### config.mk
export PLATFORM = sky130hd
export DESIGN_NAME = fnc_ram
export DESIGN_NICKNAME = d
export VERILOG_FILES = /design/src/rtl/fnc_ram.sv
export SDC_FILE = /design/constraint.sdc
export NUM_CORES = 2
export LEC_CHECK = 0
export ABC_AREA = 1
export BUFFER_PORTS_ARGS = -buffer_cell sky130_fd_sc_hd__buf_2
export CELL_PAD_IN_SITES_DETAIL_PLACEMENT = 1
export CELL_PAD_IN_SITES_GLOBAL_PLACEMENT = 2
export CORE_MARGIN = 10
export CORE_UTILIZATION = 44
export DETAILED_ROUTE_END_ITERATION = 10
export GPL_TIMING_DRIVEN = 0
export PLACE_DENSITY = 0.8
export SLEW_MARGIN = 20
export SYNTH_ARGS = -nofsm -noshare
export SYNTH_HDL_FRONTEND = slang
export SYNTH_SLANG_ARGS = --single-unit
### constraint.sdc
create_clock -name clk_i -period 2 [get_ports clk_i]
set_input_delay 0.3 -clock clk_i [delete_from_list [all_inputs] [get_ports clk_i]]
set_output_delay 0.3 -clock clk_i [all_outputs]
set_load 0.1 [all_outputs]
### src/rtl/fnc_ram.sv
`timescale 1ns / 1ps
`default_nettype none
// -----------------------------------------------------------------------------
// Generic RAM
// One write port, one read port with registered read data.
// -----------------------------------------------------------------------------
module fnc_ram #(
  parameter int Width = 8,
  parameter int Depth = 256
) (
  input  wire logic                     clk_i,
  input  wire logic                     we_i,
  input  wire logic [$clog2(Depth)-1:0] waddr_i,
  input  wire logic [Width-1:0]         wdata_i,
  input  wire logic                     re_i,
  input  wire logic [$clog2(Depth)-1:0] raddr_i,
  output logic      [Width-1:0]         rdata_o
);

  logic [Width-1:0] mem [Depth];

  always_ff @(posedge clk_i) begin
    if (we_i) begin
      mem[waddr_i] <= wdata_i;
    end
    if (re_i) begin
      rdata_o <= mem[raddr_i];
    end
  end

endmodule
`default_nettype wire

# Word level (Yosys, flattened, before mapping)
# Memory sizes are Yosys's and may differ from the RTL's. A register that Yosys moved wholly into a read port is not among the register bits.
# Cells that the tools add are included.
# W data, S select, Z words.
dict set report classes {
  muxes 2
}
# operator n
set op_table {}
lappend op_table {{$mux W1} 2}
dict set report totals {
  ff_bits 0
  ramBits 2048
  in_bits 27
  output_inout_bits 8
  word_cells 3
  mem_count 1
}
# memory depth width read_ports rd_clocked_by_memory_dff write_ports line_no
set mem_list {}
lappend mem_list {mem 256 8 1 1 1 20} ;# logic [Width-1:0] mem [Depth];

# Depth between registers and ports, before layout
dict set report logic_depth {
  ltp_word 2
  ltp_mapped 15
}

# Worst setup path after synthesis
# No wires, ideal clock.
dict set report synth_timing {
  path_type {input to register}
  startpoint {input we_i}
  endpoint {memory mem[162][0], enable pin}
  t_arrival_ns 1.421
  required_time_ns 1.630
  setup_slack_ns 0.209
  stages 4
  n_path_buf 2
  cell_sequence {clkbuf_1 > nand3_1 > clkbuf_1 > nor2_1}
}
dict set report synth_via {
  elab_chain_len 2
}
# item line_no
set synth_rtl {}
lappend synth_rtl {{start, declared} 12} ;# input wire logic we_i,
lappend synth_rtl {{$mux W1} 23} ;# if (we_i) begin
lappend synth_rtl {{$mux W1 (implied by the code)} 24} ;# mem[waddr_i] <= wdata_i;
lappend synth_rtl {{end, declared} 20}
# Every way passes these cells.

# Worst setup path after layout
dict set report layout_timing {
  startpoint {input we_i}
  endpoint {memory mem[101][5], enable pin}
}
# The elaborated chain is that of the path after synthesis.

==> out/results.ini <==
[timing]
slew_viol_final = 0
setup_viol_count_final = 853
whs_ns = 0.352
period_share_pct = 118
min_period_ns = 2.35
rsz0062_at_grt = yes
finalHoldViolations = 0
fin_ws_ns = -0.353
tightestPinTransition_ns = 1.19
slew_headroom_pct = 20.4
skew_ns = 0.0377
timing.fmax_mhz = 425

[finish]
multi_input_comb_area_sq_um = 20400
utilization_pct = 51.4
area_growth_pct = 15.9
nets = 7324
num-fill-cells = 19313
drive_gt1_share_pct = 14.5
regArea_sq_um = 61700

[synth]
synth_edf_count = 2056
post-synth-top-count-cell = nand2_1
ys.flop_type = edfxtp_1
synth_nets = 7030
ys_types = 13
synth_top_area_share_pct = 74.0
async_flop_share_pct = 0
yosys_warnings = 0
synth-seq-area-share_pct = 74.0
synth-seq-cells = 2056
synth_area_leaders = edfxtp_1, nand3_1, nand2_1
syn_inst = 7003
synth_top_area_cell = edfxtp_1
synthesis.area_sq_um = 83500
synth_common_cells = nand2_1, edfxtp_1, nand3_1
syn_area_per_cell_sq_um = 11.9

[power_and_ir_drop]
power_switching_uw = 23900
power_density_nw_per_um2 = 980
seqPwrFrac_pct = 50.2
p_clk_share_pct = 41.4
p_leak_uw = 0.0338
combPwrFrac_pct = 8.4
totalPowerFinal_uw = 94800
switching_share_pct = 25.2
ir_worst_vdd_mv = 0.874
internal-power_uw = 70900

[global_route]
antenna_found_initial = 24
grt_usage_pct = 35.2
grt_pass1_wl_um = 508000
grt_start_max_net_pins = 130
first_global_vias = 61635
overflow = 0

[critical_path]
r2r_end = rdata_o[7]$_DFFE_PP_
r2r_cells = 10
crit-reg2reg-launch = mem[110][7]$_DFFE_PP_
end_kind = register
endpoint = mem[101][5]$_DFFE_PP_
timing.critical_path.from = we_i
path_max_fanout = 10
cp.required_ns = 2.49
cp.arrival_ns = 2.85
worstSetupStartpointType = primary input
rrSetupSlack_ns = -0.24
setup.worst_path.class = primary input to register

[placement]
gp_congestion = 1.04
dpl.hpwl_um = 265000
numPortBuffers = 27

[floorplan]
die_h_um = 456
die_area_sq_um = 208000
coreArea_sq_um = 188000
dieWidth_um = 456
rows = 159
start_util_pct = 44.4
io_pins = 35

[detailed_routing]
vias_per_cell = 6.34
wl_met3_um = 47600
totalWireLength_um = 377000
antenna_left = 0
drt_iter0_markers = 9894
wl_met2_um = 161000
drc = 0
via_count = 63244
met1Wirelength_um = 143000
dr.max_layer_used = met5
first_pass_iters = 6
avgRoutedWirePerCell_um = 37.8

[clock_network]
clock_sinks = 2056
cts_buffers = 214
cts-htree-levels = 4
cts_tree = yes
clock_path_buffers = 3
root_buffer = clkbuf_16
clk_latency_ns = 0.90
clk_pin_slew_ns = 0.06

[status]
violations = setup timing
outcome = finished, violations left

[run]
drv_cap = 0

[min_path]
hold_class = primary input to register

-- registers in the layout (all words and copies together), names as in the netlist --
register and flops:
mem 2048, rdata_o 8
-- what timing repair did --
item,in CTS,in global routing
setup buffers,0,0
gates cloned,0,0
resized for setup,424,242
pin swaps,4,15
hold buffers,11,1
setup endpoints to repair,646,963
endpoints found under the hold margin,560,1
-- per-stage QoR --
step | cells | cell area, sq um | worst slack (ns) | setup TNS (ns)
2_1_floorplan | 7003 | 83500 | 0.209 | 0
3_3_place_gp | 9525 | 86700 | -3.38 | -8544.40
3_5_place_dp | 9564 | 88000 | -2.00 | -1657.37
4_1_cts | 9968 | 95800 | -0.155 | -5.48
5_1_grt | 9971 | 96700 | -0.236 | -58.50
6_report | 9978 | 96700 | -0.353 | -87.19
-- area by class of cell --
cell class | instances | area share (%)
flip-flops and latches | 2056 | 63.8
clock buffers | 266 | 5.80
clock inverters | 127 | 1.05
multi-input cells | 4425 | 21.1
diodes | 9 | 0.0233
inverters | 39 | 0.157
plain buffers | 483 | 3.39
repair buffers | 78 | 1.38
well taps | 2495 | 3.23
-- cell usage in the layout, fill, tap and decap left out, drive strengths merged --
cell           Yosys  layout
nand3           2019    2019
edfxtp          2056    2056
nor2             283     283
nand2           2123    2123
clkinvlp           0       4
clkbuf           112     395
clkinv             0     101
clkdlybuf4s15      0       1
buf              371     419
inv               39      46
bufinv             0      15
diode              0       9
dlygate4sd3        0      12
-- cells by family after synthesis --
kind of cell  Yosys count  synth area share, %
buf+inv               522                 3.12
flops                2056                 74.0
simple gates         4425                 22.9
-- layer usage --
layer  global-route usage, %  vias to the layer above
met3                    11.1                      916
met1                    46.4                    32546
met4                    20.8                       20
met5                   0.712                        -
met2                    50.7                     4253
li1                        -                    25509
-- worst max-delay path, stage by stage --
cell      delay (ns)
clkbuf_1        0.49
nand2_1         0.59
clkbuf_2        0.54
buf_16          0.32
nor2_2          0.57
-- power by group through the flow --
stage,combinational (uW),sequential (uW),clock [uW]
final,7970,47600,39300
after global routing,8080,47500,40800
after CTS,7450,47600,39100
after detailed placement,7180,48500,0
after global placement,6840,48700,0
after floorplan,2930,48600,0
-- worst min path at each step --
stage	start	to	slack, ns	cells after the start
2_1_floorplan	wdata_i[0]	mem[0][0]$_DFFE_PP_	0.40	0
3_3_place_gp	re_i	rdata_o[1]$_DFFE_PP_	0.73	1
3_5_place_dp	re_i	rdata_o[1]$_DFFE_PP_	0.73	1
4_1_cts	raddr_i[7]	rdata_o[7]$_DFFE_PP_	-0.15	3
5_1_grt	waddr_i[4]	mem[189][1]$_DFFE_PP_	0.37	5
6_report	waddr_i[6]	mem[20][6]$_DFFE_PP_	0.35	4
(Power assumes the default switching activity.)
